<file path="src/hw/rtl/gsc_pkg.sv">
package gsc_pkg;

    localparam int MAX_WIDTH   = 1024;
    localparam int COL_W       = $clog2(MAX_WIDTH);
    localparam int ROW_W       = 12;
    localparam int WIN         = 7;
    localparam int HALF        = 3;
    localparam int STORE_ROWS  = 6;
    localparam int SLOT_W      = 3;
    localparam int LEVEL_W     = 16;
    localparam int COEF_W      = 17;
    localparam int TAP_PROD_W  = LEVEL_W + COEF_W;
    localparam int ROW_SUM_W   = TAP_PROD_W + 2;
    localparam int ROW_PROD_W  = ROW_SUM_W + COEF_W;
    localparam int ACC_W       = ROW_PROD_W + 2;
    localparam int QUEUE_DEPTH = 4;
    localparam int QPTR_W      = $clog2(QUEUE_DEPTH);

    typedef struct packed {
        logic [COL_W:0] width;
        logic [ROW_W:0] height;
    } t_geom;

    typedef struct packed {
        logic [ROW_W-1:0] row;
        logic [COL_W-1:0] col;
        logic [1:0]       base;
        logic             last;
        logic             done;
    } t_job;

    typedef logic [WIN-1:0][WIN-1:0][LEVEL_W-1:0] t_win;
    typedef logic [HALF:0][COEF_W-1:0] t_coef;

endpackage

</file>
<file path="src/hw/rtl/gsc_queue.sv">
module gsc_queue (
    input  logic          i_clk,
    input  logic          i_rst_n,
    input  logic          i_valid,
    output logic          o_ready,
    input  gsc_pkg::t_job i_job,
    output logic          o_valid,
    input  logic          i_ready,
    output gsc_pkg::t_job o_job
);
    import gsc_pkg::*;

    t_job              r_mem [QUEUE_DEPTH];
    logic [QPTR_W-1:0] r_wr;
    logic [QPTR_W-1:0] r_rd;
    logic [QPTR_W:0]   r_count;
    logic              push;
    logic              pop;

    assign o_ready = (r_count != (QPTR_W+1)'(QUEUE_DEPTH));
    assign o_valid = (r_count != '0);
    assign o_job   = r_mem[r_rd];
    assign push    = i_valid && o_ready;
    assign pop     = o_valid && i_ready;

    always_ff @(posedge i_clk) begin
        if (push) begin
            r_mem[r_wr] <= i_job;
        end
    end

    always_ff @(posedge i_clk) begin
        if (!i_rst_n) begin
            r_wr    <= '0;
            r_rd    <= '0;
            r_count <= '0;
        end else begin
            if (push) begin
                r_wr <= r_wr + 1'b1;
            end
            if (pop) begin
                r_rd <= r_rd + 1'b1;
            end
            if (push && !pop) begin
                r_count <= r_count + 1'b1;
            end else if (pop && !push) begin
                r_count <= r_count - 1'b1;
            end
        end
    end

endmodule

</file>
<file path="config.mk">
export PLATFORM = sky130hd
export DESIGN_NAME = gsc_queue
export DESIGN_NICKNAME = d
export VERILOG_FILES = /design/src/hw/rtl/gsc_pkg.sv /design/src/hw/rtl/gsc_queue.sv
export SDC_FILE = /design/constraint.sdc
export NUM_CORES = 1
export LEC_CHECK = 0
export BUFFER_PORTS_ARGS = -buffer_cell sky130_fd_sc_hd__buf_2
export CAP_MARGIN = 20
export CORE_ASPECT_RATIO = 0.8
export CORE_UTILIZATION = 56
export DETAILED_ROUTE_END_ITERATION = 6
export GPL_TIMING_DRIVEN = 0
export PLACE_DENSITY = 0.78
export REMOVE_ABC_BUFFERS = 1
export SYNTH_ARGS = -nofsm -noshare
export SYNTH_HDL_FRONTEND = slang
export SYNTH_SLANG_ARGS = --single-unit
</file>
<file path="constraint.sdc">
create_clock -name i_clk -period 2.83 [get_ports i_clk]
set_clock_uncertainty 0.2 [all_clocks]
set_input_delay 0.849 -clock i_clk [delete_from_list [all_inputs] [get_ports i_clk]]
set_output_delay 0.849 -clock i_clk [all_outputs]
set_load 0.005 [all_outputs]
</file>
Yosys cells after proc, flatten, opt, wreduce, memory -nomap -nowiden
Memories as Yosys holds them, arrays and structs flattened. A register that Yosys moved wholly into a read port is not among the register bits.
Index checks and enable logic that the tools add are counted.
Widths: inputs -> output; s select.
Storage, ports and cells
  RAM bits: 104
  input bits: 30
  bits in registers: 7
  memories kept: 1
Operators by class
  reduce and logical (&&, ||, !) cells: 8
  muxes and demuxes: 6
  add/sub/neg operators: 4
  equality and inequality tests: 1
Memories
  r_mem: words 4, width 26, rd ports 1, clocked after Yosys merged registers in 1, write ports 1, RTL line gsc_queue.sv:13  | t_job r_mem [QUEUE_DEPTH];
Operators with widths (count)
  $mux 3: 2
  $add 2x1->2 const B: 2
  $logic_and 1x1->1: 4
  $mux 2: 2
  $add 3x1->3 const B: 1
  $ne 3x3->1 const B: 1
  $reduce_bool 3->1: 1
  $sub 3x1->3 const B: 1
  $logic_not 1->1: 2
  $mux 1: 2
  $reduce_bool 2->1: 1

Logic depth before layout (Yosys ltp)
  depth in word-level cells: 6
  gate-level depth with buffers: 8
  depth with buffers taken out: 8

Worst setup path after synthesis
No wires, ideal clock.
  kind: input -> register
  from: input port i_valid
  to: register r_count[2]
  stages: 7
  buffers on the path: 0
  required time: 2.554 ns
  arrival: 2.309 ns
  setup slack: 0.246 ns
  cells stage by stage: a21boi_2 ha_1 inv_1 fa_1 xor2_1 or3_1 a21boi_0
Between the ends
  longest elaborated chain between the ends: 4
  elaborated cells on any way between the ends: 6
  those cells by class: 1 x mux; 5 x reduce/logical
RTL lines
  from (decl): RTL line gsc_queue.sv:4  | input logic i_valid,
  $logic_and 1x1->1 *: RTL line gsc_queue.sv:23  | assign push = i_valid && o_ready;
  $logic_not 1->1: RTL line gsc_queue.sv:46  | end else if (pop && !push) begin
  $logic_and 1x1->1: RTL line gsc_queue.sv:46
  $reduce_bool 2->1 (no source line)
  to (signal assigned): RTL line gsc_queue.sv:45  | r_count <= r_count + 1'b1;
  to (signal assigned): RTL line gsc_queue.sv:47  | r_count <= r_count - 1'b1;
  to (decl): RTL line gsc_queue.sv:16  | logic [QPTR_W:0] r_count;
Every way passes the cells marked *; elsewhere a longest branch is shown, timed or not.
A chain may end at the register's enable or synchronous reset.

==> results.md <==
* Outcome: finished with violations
* Failing checks: negative setup slack
* Initial Util at 0.581
* Commonest cells in the netlist: 104 x edfxtp_1, 20 x mux4_2, 9 x dfxtp_1
* Met3 wire len at 376 um
* Synth async-reset ratio at 0
* Final period util at 1.01
* Post-Synthesis Cell Area at 4290 sq um
* DRC viols at 0
* Pin count of the biggest net entering global routing at 17
* Met1 WL at 3.27 mm
* Via density at 5.43
* H-tree depth at 4
* Final hold viol count at 0
* Number of synthesized flops with an enable pin at 104
* Final WS setup at -0.0175 ns
* Post-Layout Inst Area at 5460 sq um
* Yosys warnings at 0
* Post-route ant nets at 0
* Main synth FF type: edfxtp_1
* Max_cap viols at 0
* Via count at 2067
* CTS root buffer: clkbuf_8
* Peak fanout along the critical path at 7
* Worst path max stage delay at 0.50 ns
* Vias in the first global route at 2107
* Post-synthesis sequential area ratio at 0.769
* Max rail drop VDD at 0.000620 V
* Total CTS buffers at 17
* Cts hold-fix bufs at 0
* Die X at 99.9 um
* Top-count cell post-synth: edfxtp_1
* Avg WL per Cell at 19.8 um
* Post-layout nets at 299
* Gate count of the mapped netlist at 184
* Initial antenna violation count at 0
* Post-DP HPWL at 4.09 mm
* GRT Util Overall at 0.208
* Highest Signal Layer: met4
* Clk Latency, worst-skew pair at 0.51 ns
* DP Area at 4770 sq um
* Critical path arrival at 1.80 ns
* Initial DRT Pass Iterations at 4
* Post-Route WL at 7.56 mm
* #FFs+latches synth at 113
* Critical path startpoint category: flop
* Achievable frequency at 0.351 GHz
* Max Root-Sink Buffers at 2
* Met2 Wirelength at 3.72 mm
* RSZ-0062 raised after global routing: true
* Worst min path class: reg -> reg
* Layout overhead on the synthesized area at 27.3%
* Worst-margin pin slew at 0.764 ns
* Yosys cell types at 25
* GPL Wtd Cong at 0.756
* Worst setup path category: reg -> out
* Filler Cell Count at 435
* Synth top area share at 0.727
* Io pins at 58
* Cell Pwr Density at 1010 nW/um^2
* Post-synth top area cell: edfxtp_1
* Detailed Route Iter0 Violations at 124
* Worst path slowest cell: mux4_2
* Clk slew on worst S/H paths at 0.05 ns
* Layout cells sized above 1 at 0.442
* Hold_sp: r_wr[0]$_SDFFE_PN0P_
* Min Tclk post-route at 2.85 ns
* Relative slew slack at 0.490
* Number of endpoints failing setup at the final stage at 14
* Crit-path cells: buf_4 -> mux4_2 -> buf_2
* Cell row count at 28
* Synth area leaders: edfxtp_1 73%, mux4_2 10%, dfxtp_1 4.2%
* Pwr Total at 5.50 mW
* Syn Area/Cell at 23.3 sq um
* Port Buffers at 57
* TritonCTS clock tree: done
* N_diodes at 0
* Max Slew Vio Count at 0
* Sink Count at 113
* DIE AREA at 8020 sq um
* Core area at 7390 sq um
* Chip height at 80.3 um
* Critical Path Sink Type: primary output
* Worst R2R Start: r_count[0]$_SDFFE_PN0P_
* First-pass GRT wire length at 11.4 mm
* Lkg Pwr at 1.92 nW
* GRT overflow at 0
* Critical Path RT at 1.78 ns
-- path summary, 6_finish.rpt --
kind / endpoint / slack [ns] / cells after the start
setup / recovery: o_job[1] / -0.02 / 3
hold / removal: r_wr[0]$_SDFFE_PN0P_ / 0.30 / 2
setup reg to reg: r_count[2]$_SDFFE_PN0P_ / 0.33 / 8
hold reg to reg: r_wr[0]$_SDFFE_PN0P_ / 0.30 / 2
-- repair_timing --
item	CTS	global route
gates resized for setup	3	5
cloned	0	1
setup buffers	4	0
endpoints found under the setup margin	26	22
-- state kept, by name, summed over array words and instances, names as in the netlist, named ones only --
signal	flops
r_mem	104
r_count	3
r_rd	2
r_wr	2
-- where the power goes --
part,switching [mW],total (mW),internal (mW)
logic,0.464,1.12,0.657
registers,0.129,2.17,2.04
clock network,0.702,2.20,1.50
-- layer usage --
metal	vias to the layer above	GRT usage
li1	922	-
met1	1063	0.258
met2	66	0.328
met3	16	0.0748
met4	0	0.103
met5	-	0
-- critical path: cells and delay by family, from the launching register on --
family	cells	cell delay, ns
mux	1	0.50
flops	1	0.45
buf+inv	2	0.33
-- logic make-up after synthesis --
logic type / Yosys count / synth area share
flip-flops: 113 / 0.769
multiplexers: 29 / 0.149
AND/OR/NAND/NOR: 17 / 0.0213
buffers and inverters: 10 / 0.0189
adder cells (fa/ha/maj): 6 / 0.0192
AO/OA/AOI/OAI: 5 / 0.0143
XOR/XNOR: 4 / 0.00816
-- layout make-up --
class,instances,area (sq um),share of cell area
clock inverter,13,191,0.0350
multi-input combinational,61,893,0.163
timing repair buffer,67,504,0.0923
sequential,113,3310,0.606
inverter,3,11.3,0.00206
clock buffer,19,422,0.0772
tap,105,131,0.0240
-- stage by stage --
| step | setup TNS, ns | setup WS [ns] | cells | utilization | hold WS (ns) |
|---|---|---|---|---|---|
| 6_report | -0.133 | -0.0175 | 381 | 0.739 | 0.304 |
| 3_5_place_dp | -0.0398 | -0.0349 | 344 | 0.645 | 0.306 |
| 4_1_cts | -0.179 | -0.0271 | 380 | 0.737 | 0.308 |
| 5_1_grt | -1.10 | -0.0682 | 381 | 0.739 | 0.329 |
| 2_1_floorplan | -0.696 | -0.0697 | 177 | - | 0.268 |
| 3_3_place_gp | -25.70 | -0.622 | 339 | 0.628 | 0.285 |
-- cell usage in the layout (no fill, tap or decap), types with 3 or more instances in the layout --
| cell type | netlist | routed |
|---|---|---|
| mux4_2 | 20 | 24 |
| dfxtp_1 | 9 | 7 |
| buf_2 | 2 | 56 |
| clkinv_1 | 0 | 4 |
| clkbuf_16 | 0 | 17 |
| buf_16 | 0 | 5 |
| nand2_1 | 5 | 5 |
| and2_1 | 8 | 8 |
| xnor2_1 | 3 | 3 |
| mux2i_1 | 3 | 3 |
| edfxtp_1 | 104 | 104 |
| inv_1 | 3 | 3 |
| bufinv_16 | 0 | 5 |
| ha_1 | 5 | 5 |
(Power assumes the default switching activity.)
