===== src/hw/rtl/gsc_pkg.sv =====
package gsc_pkg;

    localparam int MAX_WIDTH   = 1024;
    localparam int COL_W       = $clog2(MAX_WIDTH);
    localparam int ROW_W       = 12;
    localparam int WIN         = 7;
    localparam int HALF        = 3;
    localparam int STORE_ROWS  = 6;
    localparam int SLOT_W      = 3;
    localparam int LEVEL_W     = 16;
    localparam int COEF_W      = 17;
    localparam int TAP_PROD_W  = LEVEL_W + COEF_W;
    localparam int ROW_SUM_W   = TAP_PROD_W + 2;
    localparam int ROW_PROD_W  = ROW_SUM_W + COEF_W;
    localparam int ACC_W       = ROW_PROD_W + 2;
    localparam int QUEUE_DEPTH = 4;
    localparam int QPTR_W      = $clog2(QUEUE_DEPTH);

    typedef struct packed {
        logic [COL_W:0] width;
        logic [ROW_W:0] height;
    } t_geom;

    typedef struct packed {
        logic [ROW_W-1:0] row;
        logic [COL_W-1:0] col;
        logic [1:0]       base;
        logic             last;
        logic             done;
    } t_job;

    typedef logic [WIN-1:0][WIN-1:0][LEVEL_W-1:0] t_win;
    typedef logic [HALF:0][COEF_W-1:0] t_coef;

endpackage


===== src/hw/rtl/gsc_engine.sv =====
module gsc_engine (
    input  logic                          i_clk,
    input  logic                          i_rst_n,
    input  logic                          i_q_valid,
    output logic                          o_q_ready,
    input  gsc_pkg::t_job                 i_q_job,
    input  gsc_pkg::t_win                 i_win,
    input  gsc_pkg::t_geom                i_geom,
    input  gsc_pkg::t_coef                i_coef,
    input  logic [gsc_pkg::LEVEL_W-1:0]   i_min_level,
    input  logic [gsc_pkg::LEVEL_W-1:0]   i_max_level,
    output logic                          o_idle,
    output logic                          o_valid,
    input  logic                          i_ready,
    output logic [gsc_pkg::LEVEL_W-1:0]   o_level,
    output logic [gsc_pkg::ROW_W-1:0]     o_out_row,
    output logic [gsc_pkg::COL_W-1:0]     o_out_column,
    output logic                          o_last_of_run,
    output logic                          o_frame_done
);
    import gsc_pkg::*;

    typedef enum logic [2:0] {E_IDLE, E_TAP, E_ROWADD, E_ROWMUL, E_ROWACC, E_OUT} t_estate;

    function automatic logic [1:0] tap_off(input logic [2:0] k);
        return (k >= 3'(HALF)) ? 2'(k - 3'(HALF)) : 2'(3'(HALF) - k);
    endfunction

    t_estate                r_state;
    t_job                   r_job;
    logic [2:0]             r_ky;
    logic [2:0]             r_kx;
    logic [TAP_PROD_W-1:0]  r_prod;
    logic [ROW_SUM_W-1:0]   r_rowsum;
    logic [ROW_PROD_W-1:0]  r_prody;
    logic [ACC_W-1:0]       r_acc;
    logic                   r_valid;
    logic [LEVEL_W-1:0]     r_level;
    logic [ROW_W-1:0]       r_out_row;
    logic [COL_W-1:0]       r_out_col;
    logic                   r_out_last;
    logic                   r_out_done;

    logic [ROW_W:0]         t_row;
    logic [COL_W:0]         u_col;
    logic [3:0]             j_idx;
    logic                   row_ok;
    logic                   col_ok;
    logic [LEVEL_W-1:0]     tap;
    logic [COEF_W-1:0]      cx;
    logic [COEF_W-1:0]      cy;
    logic [ACC_W:0]         rnd;
    logic [ACC_W-32:0]      v_rnd;
    logic [LEVEL_W-1:0]     v_hi;
    logic [LEVEL_W-1:0]     v_fin;
    logic                   out_free;

    assign t_row  = {1'b0, r_job.row} + (ROW_W+1)'(r_ky);
    assign u_col  = {1'b0, r_job.col} + (COL_W+1)'(r_kx);
    assign j_idx  = {2'b00, r_job.base} + {1'b0, r_kx};
    assign row_ok = (t_row >= (ROW_W+1)'(HALF))
                 && ((t_row - (ROW_W+1)'(HALF)) < i_geom.height);
    assign col_ok = (u_col >= (COL_W+1)'(HALF))
                 && ((u_col - (COL_W+1)'(HALF)) < i_geom.width)
                 && (j_idx <= 4'(WIN - 1));
    assign tap    = col_ok ? i_win[r_ky][j_idx[2:0]] : '0;
    assign cx     = i_coef[tap_off(r_kx)];
    assign cy     = i_coef[tap_off(r_ky)];

    assign rnd   = {1'b0, r_acc} + (ACC_W+1)'(64'h8000_0000);
    assign v_rnd = rnd[ACC_W:32];
    assign v_hi  = (v_rnd > (ACC_W-31)'(i_max_level)) ? i_max_level : v_rnd[LEVEL_W-1:0];
    assign v_fin = (v_hi < i_min_level) ? i_min_level : v_hi;

    assign out_free     = !r_valid || i_ready;
    assign o_q_ready    = (r_state == E_IDLE);
    assign o_idle       = (r_state == E_IDLE);
    assign o_valid      = r_valid;
    assign o_level      = r_level;
    assign o_out_row    = r_out_row;
    assign o_out_column = r_out_col;
    assign o_last_of_run = r_out_last;
    assign o_frame_done = r_out_done;

    always_ff @(posedge i_clk) begin
        if (!i_rst_n) begin
            r_state <= E_IDLE;
            r_valid <= 1'b0;
            r_ky    <= '0;
            r_kx    <= '0;
        end else begin
            if (r_valid && i_ready && (r_state != E_OUT)) begin
                r_valid <= 1'b0;
            end
            case (r_state)
                E_IDLE: begin
                    if (i_q_valid) begin
                        r_job    <= i_q_job;
                        r_ky     <= '0;
                        r_kx     <= '0;
                        r_prod   <= '0;
                        r_rowsum <= '0;
                        r_acc    <= '0;
                        r_state  <= E_TAP;
                    end
                end
                E_TAP: begin
                    r_prod   <= TAP_PROD_W'(tap) * TAP_PROD_W'(cx);
                    r_rowsum <= r_rowsum + ROW_SUM_W'(r_prod);
                    r_kx     <= r_kx + 1'b1;
                    if (r_kx == 3'(WIN - 1)) begin
                        r_state <= E_ROWADD;
                    end
                end
                E_ROWADD: begin
                    r_rowsum <= r_rowsum + ROW_SUM_W'(r_prod);
                    r_state  <= E_ROWMUL;
                end
                E_ROWMUL: begin
                    r_prody <= row_ok ? ROW_PROD_W'(r_rowsum) * ROW_PROD_W'(cy) : '0;
                    r_state <= E_ROWACC;
                end
                E_ROWACC: begin
                    r_acc    <= r_acc + ACC_W'(r_prody);
                    r_rowsum <= '0;
                    r_prod   <= '0;
                    r_kx     <= '0;
                    if (r_ky == 3'(WIN - 1)) begin
                        r_state <= E_OUT;
                    end else begin
                        r_ky    <= r_ky + 1'b1;
                        r_state <= E_TAP;
                    end
                end
                E_OUT: begin
                    if (out_free) begin
                        r_valid    <= 1'b1;
                        r_level    <= v_fin;
                        r_out_row  <= r_job.row;
                        r_out_col  <= r_job.col;
                        r_out_last <= r_job.last;
                        r_out_done <= r_job.done;
                        r_state    <= E_IDLE;
                    end
                end
                default: begin
                    r_state <= E_IDLE;
                end
            endcase
        end
    end

    a_rise_from_out: assert property (@(posedge i_clk) disable iff (!i_rst_n)
        $rose(o_valid) |-> $past(r_state == E_OUT))
        else $error("result appeared without a finished sum");

    a_pop_starts: assert property (@(posedge i_clk) disable iff (!i_rst_n)
        (i_q_valid && o_q_ready) |=> ((r_state == E_TAP) && (r_ky == 3'd0)))
        else $error("job pop did not start a sum");

endmodule

===== config.mk =====
export PLATFORM = sky130hd
export DESIGN_NAME = gsc_engine
export DESIGN_NICKNAME = d
export VERILOG_FILES = /design/src/hw/rtl/gsc_pkg.sv /design/src/hw/rtl/gsc_engine.sv
export SDC_FILE = /design/constraint.sdc
export NUM_CORES = 2
export LEC_CHECK = 0
export ABC_AREA = 1
export BUFFER_PORTS_ARGS = -buffer_cell sky130_fd_sc_hd__buf_2
export CAP_MARGIN = 30
export CORE_AREA = 2 2 386 388
export DETAILED_ROUTE_END_ITERATION = 10
export DIE_AREA = 0 0 388 390
export GPL_ROUTABILITY_DRIVEN = 0
export PLACE_DENSITY = 0.53
export SYNTH_ARGS = -nofsm -noshare
export SYNTH_HDL_FRONTEND = slang
export SYNTH_SLANG_ARGS = --single-unit
export TNS_END_PERCENT = 100

===== constraint.sdc =====
create_clock -name i_clk -period 7.63 [get_ports i_clk]
set_input_delay 1.526 -clock i_clk [delete_from_list [all_inputs] [get_ports i_clk]]
set_output_delay 1.526 -clock i_clk [all_outputs]
set_load 0.05 [all_outputs]

## Word-level counts from Yosys, hierarchy flattened

Cells that the tools add are included.
W data, S select, Z words.

- Register bits: 250
- Input bits: 938
- Output and inout bits: 43
- Logic and storage cells: 111

- Add/sub/neg operators: 14
- Multipliers: 2
- $lt $le $gt $ge: 13
- Eq/ne operators: 12
- Multiplexer cells: 31
- Reductions and logical operators: 21

Operators by type and width:

| kind | number |
|---|---|
| $bmux W112 S3 | 1 |
| $mux W112 | 1 |
| $pmux W54 S2 | 1 |
| $pmux W35 S3 | 1 |
| $pmux W33 S3 | 1 |
| $bmux W17 S2 | 2 |
| $mux W16 | 4 |
| $add A54 B32 Y55 const B | 1 |
| $add A54 B52 Y54 | 1 |
| $mux W54 | 1 |
| $mul A35 B17 Y52 | 1 |
| $bmux W16 S3 | 1 |
| $add A35 B33 Y35 | 1 |
| $mux W35 | 1 |
| $mux W17 | 2 |
| $mul A16 B17 Y33 | 1 |
| $mux W33 | 1 |
| $gt A23 B16 Y1 | 1 |
| $reduce_and A3 Y1 | 7 |
| $mux W3 | 6 |
| $pmux W3 S6 | 1 |
| $lt A16 B16 Y1 | 1 |
| $add A12 B3 Y13 | 1 |
| $ge A13 B2 Y1 const B | 1 |
| 31 further kinds | 53 |

## Longest topological paths before layout

- Depth in word-level cells: 8
- Depth in mapped cells: 45
- Depth with buffers taken out: 44

## Worst setup path after synthesis

Ideal clock, no wire load.

- Kind: register to register
- From: register r_kx[0]
- To: register r_prod[29], data pin
- Setup time: 0.259 ns
- Arrival time: 7.946 ns
- Setup slack: -0.575 ns
- Cell stages (with the launch flop): 43
- Buffers on the path: 2
- Clock period less this slack: 8.205 ns
- Cell sequence: dfxtp_1 ha_1 inv_1 fa_1 inv_1 ha_1 nor3_1 xor2_1 ha_1 a21oi_1 o21ai_0 nand3_1 nand2_1 nand3_1 nand2_1 nand3_1 nand3_2 inv_2 [7 not listed] fa_1 inv_1 fa_1 inv_1 fa_1 fa_1 inv_1 fa_1 inv_1 ha_1 nand2_1 nor4_1 nand3_1 o221ai_1 a31o_2 a21oi_1 o21ai_0 a21oi_1

- Cells in the longest elaborated chain, start to end: 8
- Elaborated cells on any way between the ends: 19
- Those cells by class: add/sub: 5; mul: 1; order compare: 4; mux: 7; reduce/logical: 2

RTL lines:

| what | line | RTL |
|---|---|---|
| from (decl) | gsc_engine.sv:32 | `logic [2:0] r_kx;` |
| from (signal assigned) | gsc_engine.sv:110 | `r_kx <= r_kx + 1'b1;` |
| $add A10 B3 Y11 | gsc_engine.sv:59 | `assign u_col = {1'b0, r_job.col} + (COL_W+1)'(r_kx);` |
| $sub A11 B2 Y11 | gsc_engine.sv:64 | `&& ((u_col - (COL_W+1)'(HALF)) < i_geom.width)` |
| $lt A11 B11 Y1 | gsc_engine.sv:64 |  |
| $logic_and A1 B1 Y1 | gsc_engine.sv:64 |  |
| $logic_and A1 B1 Y1 | gsc_engine.sv:65 | `&& (j_idx <= 4'(WIN - 1));` |
| $mux W16 | gsc_engine.sv:66 | `assign tap = col_ok ? i_win[r_ky][j_idx[2:0]] : '0;` |
| $mul A16 B17 Y33 * | gsc_engine.sv:108 | `r_prod <= TAP_PROD_W'(tap) * TAP_PROD_W'(cx);` |
| $pmux W33 S3 * | gsc_engine.sv:95 | `case (r_state)` |
| to (signal assigned) | gsc_engine.sv:108 |  |
| to (decl) | gsc_engine.sv:33 | `logic [TAP_PROD_W-1:0] r_prod;` |

Every way passes the cells marked *; elsewhere a longest branch is shown, timed or not. The select of a mux whose other input is x is not followed.
A chain may end at the register's enable or synchronous reset.

## Worst setup path after layout

- From: register r_job[4] (netlist bit)
- To: register r_prod[29], data pin

- Cells in the longest elaborated chain, start to end: 8
- Elaborated cells on any way between the ends: 9
- Those cells by class: add/sub: 2; mul: 1; order compare: 2; mux: 2; reduce/logical: 2

RTL lines:

| what | line | RTL |
|---|---|---|
| from (decl) | gsc_engine.sv:30 | `t_job r_job;` |
| from (signal assigned) | gsc_engine.sv:98 | `r_job <= i_q_job;` |
| $add A10 B3 Y11 * | gsc_engine.sv:59 |  |
| $sub A11 B2 Y11 | gsc_engine.sv:64 |  |
| $lt A11 B11 Y1 | gsc_engine.sv:64 |  |
| $logic_and A1 B1 Y1 * | gsc_engine.sv:64 |  |
| $logic_and A1 B1 Y1 * | gsc_engine.sv:65 |  |
| $mux W16 * | gsc_engine.sv:66 |  |
| $mul A16 B17 Y33 * | gsc_engine.sv:108 |  |
| $pmux W33 S3 * | gsc_engine.sv:95 |  |

Every way passes the cells marked *; elsewhere a longest branch is shown, timed or not.

==> impl_results.md <==
* FF-to-FF path depth at 39
* Fmax at around 120 MHz
* Hold Crit Class: flop to flop
* Die X at just under 400 um
* # rows at 141
* Crit path launch: r_job[4]
* Final setup margin at -885 ps
* CP arrival at 8820 ps
* Antenna-violating nets left at 0
* Status: finished with violations
* Routed wire per std cell at 30.3 um
* Kind of critical path: flop to flop
* Post-synth ARST share at 0%
* Seq cells post-synth at 250
* Critical-path maximum fanout at 7
* Worst setup path endpoint: r_prod[29]
* Nets at about 11000
* Clock skew at about 46 ps
* CP dominant cell by count: fa_1
* Hold Slack at 438 ps
* CP required at 7940 ps
* Via count at 59900
* Worst skew pair latency at 590 ps
* Die Area at roughly 150000 um2
* Initial core utilization at 34.8%
* Clock Pin Slew Worst Setup and Hold Paths at 60 ps
* Slowest CP cell: fa_1
* Synthesized Nets at 8885
* Syn_area_per_cell at 7.47 um2
* Post-synth EDFFs at 240
* Clk sink count at 250
* Most common cell in the netlist: nand2_1
* IO Pins at approximately 980
* Root buf cell: clkbuf_16
* Clock buffer count from CTS at 34
* Max incr delay on CP at 550 ps
* Register area share after synthesis at 14.5%
* Top post-synthesis cells by area: fa_1, edfxtp_1, nand2_1
* Die Ht at 390 um
* Core Box Area at approximately 150000 um2
* Yosys warns at 0
* CTS tree: done
* Tmin final at 8520 ps
* Initial DRC count at 7107
* First-pass GRT wire length at 439000 um
* Largest area contributor in the netlist: fa_1
* Post-Syn Area at approximately 50000 um2
* Largest net degree at the start of global routing at 72
* Via/cell ratio at between 5 and 6
* Period utilization at 112%
* Critical Path Sink Type: flop
* Mapped Cells at 6854
* CP startpoint kind: flop
* Fraction of layout cells with a size suffix above 1 at 29.8%
* Slew Limit Fails at 0
* Clock Path Buffers at 3
* Congestion Overflow GR at 0
* GRT Total Usage at 41.7%
* FF-to-FF setup slack at -890 ps
* Most instantiated cells after synthesis: nand2_1, inv_1, fa_1
* H-tree lvl count at 2
* Pre-antenna DRT Iters at 11
* Hold Violations, Final at 0
* Post-DP HPWL at 271000 um
* Failing checks: negative setup slack
* Critical Path Stages at 39
* Unrepaired setup endpoints after global routing: true
* # Max-Cap Violations at 0
* Post-synth top flop: edfxtp_1
* I/O Buffers at 980
* Initial antenna violation count at 153
* Cell family with most CP delay: adder cells
* Vias in the first global route at 57800
* Final WL at 323000 um
* Slew HR at about a quarter
* Distinct cell type count after synthesis at 64
* P&R area growth vs syn at 37.2%
* FF-to-FF End: r_prod[29]
* Number of setup violations in the final report at 29
* Buffers plus inverters on the worst setup path at 9
* Post-synth top area share at between 20% and 30%
* Reg-to-Reg Start: r_job[4]
* Post-route DRC at 0
* Worst Tran Pin Value at 1090 ps
==> how the worst min path moves through the flow <==
stage                         from  cells after the start       endpoint
after global routing      r_job[0]                      0   o_frame_done
final                     r_job[1]                      0  o_last_of_run
after floorplan           r_job[0]                      0   o_frame_done
after detailed placement  r_job[1]                      0  o_last_of_run
after CTS                 r_job[1]                      0  o_last_of_run
after global placement    r_job[0]                      0   o_frame_done
==> what timing repair did <==
action | in CTS | in global routing
buffers inserted | 27 | 60
resized for setup | 195 | 406
pin swaps | 64 | 169
gates cloned | 3 | 4
hold buffers | 0 | 0
endpoints found under the setup margin | 44 | 53
==> worst reg2reg max path: cells and delay by family (launching register included) <==
family | cells | cell delay, ps
fa+ha+maj | 10 | 3970
compound gates | 8 | 1260
simple gates | 10 | 1170
buf+inv | 9 | 1090
flops | 1 | 420
xor+xnor | 2 | 360
==> flip-flops by register name (all words and copies together), names as in the netlist, 3 cells and up <==
signal,cells
r_prod,33
r_job,26
o_out_column,10
r_rowsum,35
r_acc,54
r_state,3
r_kx,3
o_level,16
r_prody,52
r_ky,3
o_out_row,12
==> logic make-up after synthesis <==
kind of cell	Yosys count	share of synthesized area (%)
compound gates	1421	16.2
xor+xnor	62	1.06
fa+ha+maj	1093	37.1
buf+inv	1515	11.5
flops	250	14.5
simple gates	2513	19.6
==> area by class of cell <==
| class | count | area [um2] |
|---|---|---|
| clock inverter | 20 | 305 |
| timing repair inverter | 2 | 15.0 |
| inverter | 1213 | 4670 |
| antenna | 118 | 295 |
| clock buffer | 41 | 907 |
| tap | 1930 | 2410 |
| sequential | 250 | 7420 |
| multi-input combinational | 5089 | 40200 |
| timing repair buffer | 1983 | 14000 |
| fill | 14800 | 76900 |
==> cells in the final DEF, fill, tap and decap left out, drive strengths merged, types with 65 or more instances in the layout <==
cell type	instances
edfxtp	240
nand2	1520
inv	1208
ha	386
fa	707
buf	1978
a21oi	564
o211ai	123
o221ai	65
o21ai	423
diode	118
nor2	684
nand3	195
==> layer usage <==
metal  track usage, %  up-vias  share of wire (%)
met5             8.87        -               0.77
met4             34.0       94                 10
met3             23.3     1207                 14
met2             59.5     3921                 40
met1             44.3    29000                 34
li1                 -    25700                  -
==> per-stage QoR <==
| stage | worst slack (ps) | util, % | setup TNS, ps | std cells | cell area [um2] |
|---|---|---|---|---|---|
| floorplan | -121 | - | -342 | 6854 | 51600 |
| global placement | -1190 | 44.6 | -30690 | 10400 | 65600 |
| detailed placement | -1190 | 44.6 | -32340 | 10400 | 65700 |
| CTS | -688 | 46.1 | -10750 | 10500 | 67800 |
| global route | -1200 | 47.6 | -23730 | 10600 | 70100 |
| finish | -885 | 47.7 | -13910 | 10600 | 70200 |
Power is not shown: default switching activity piles up to over one toggle a cycle in this logic, so the estimate is an artifact.
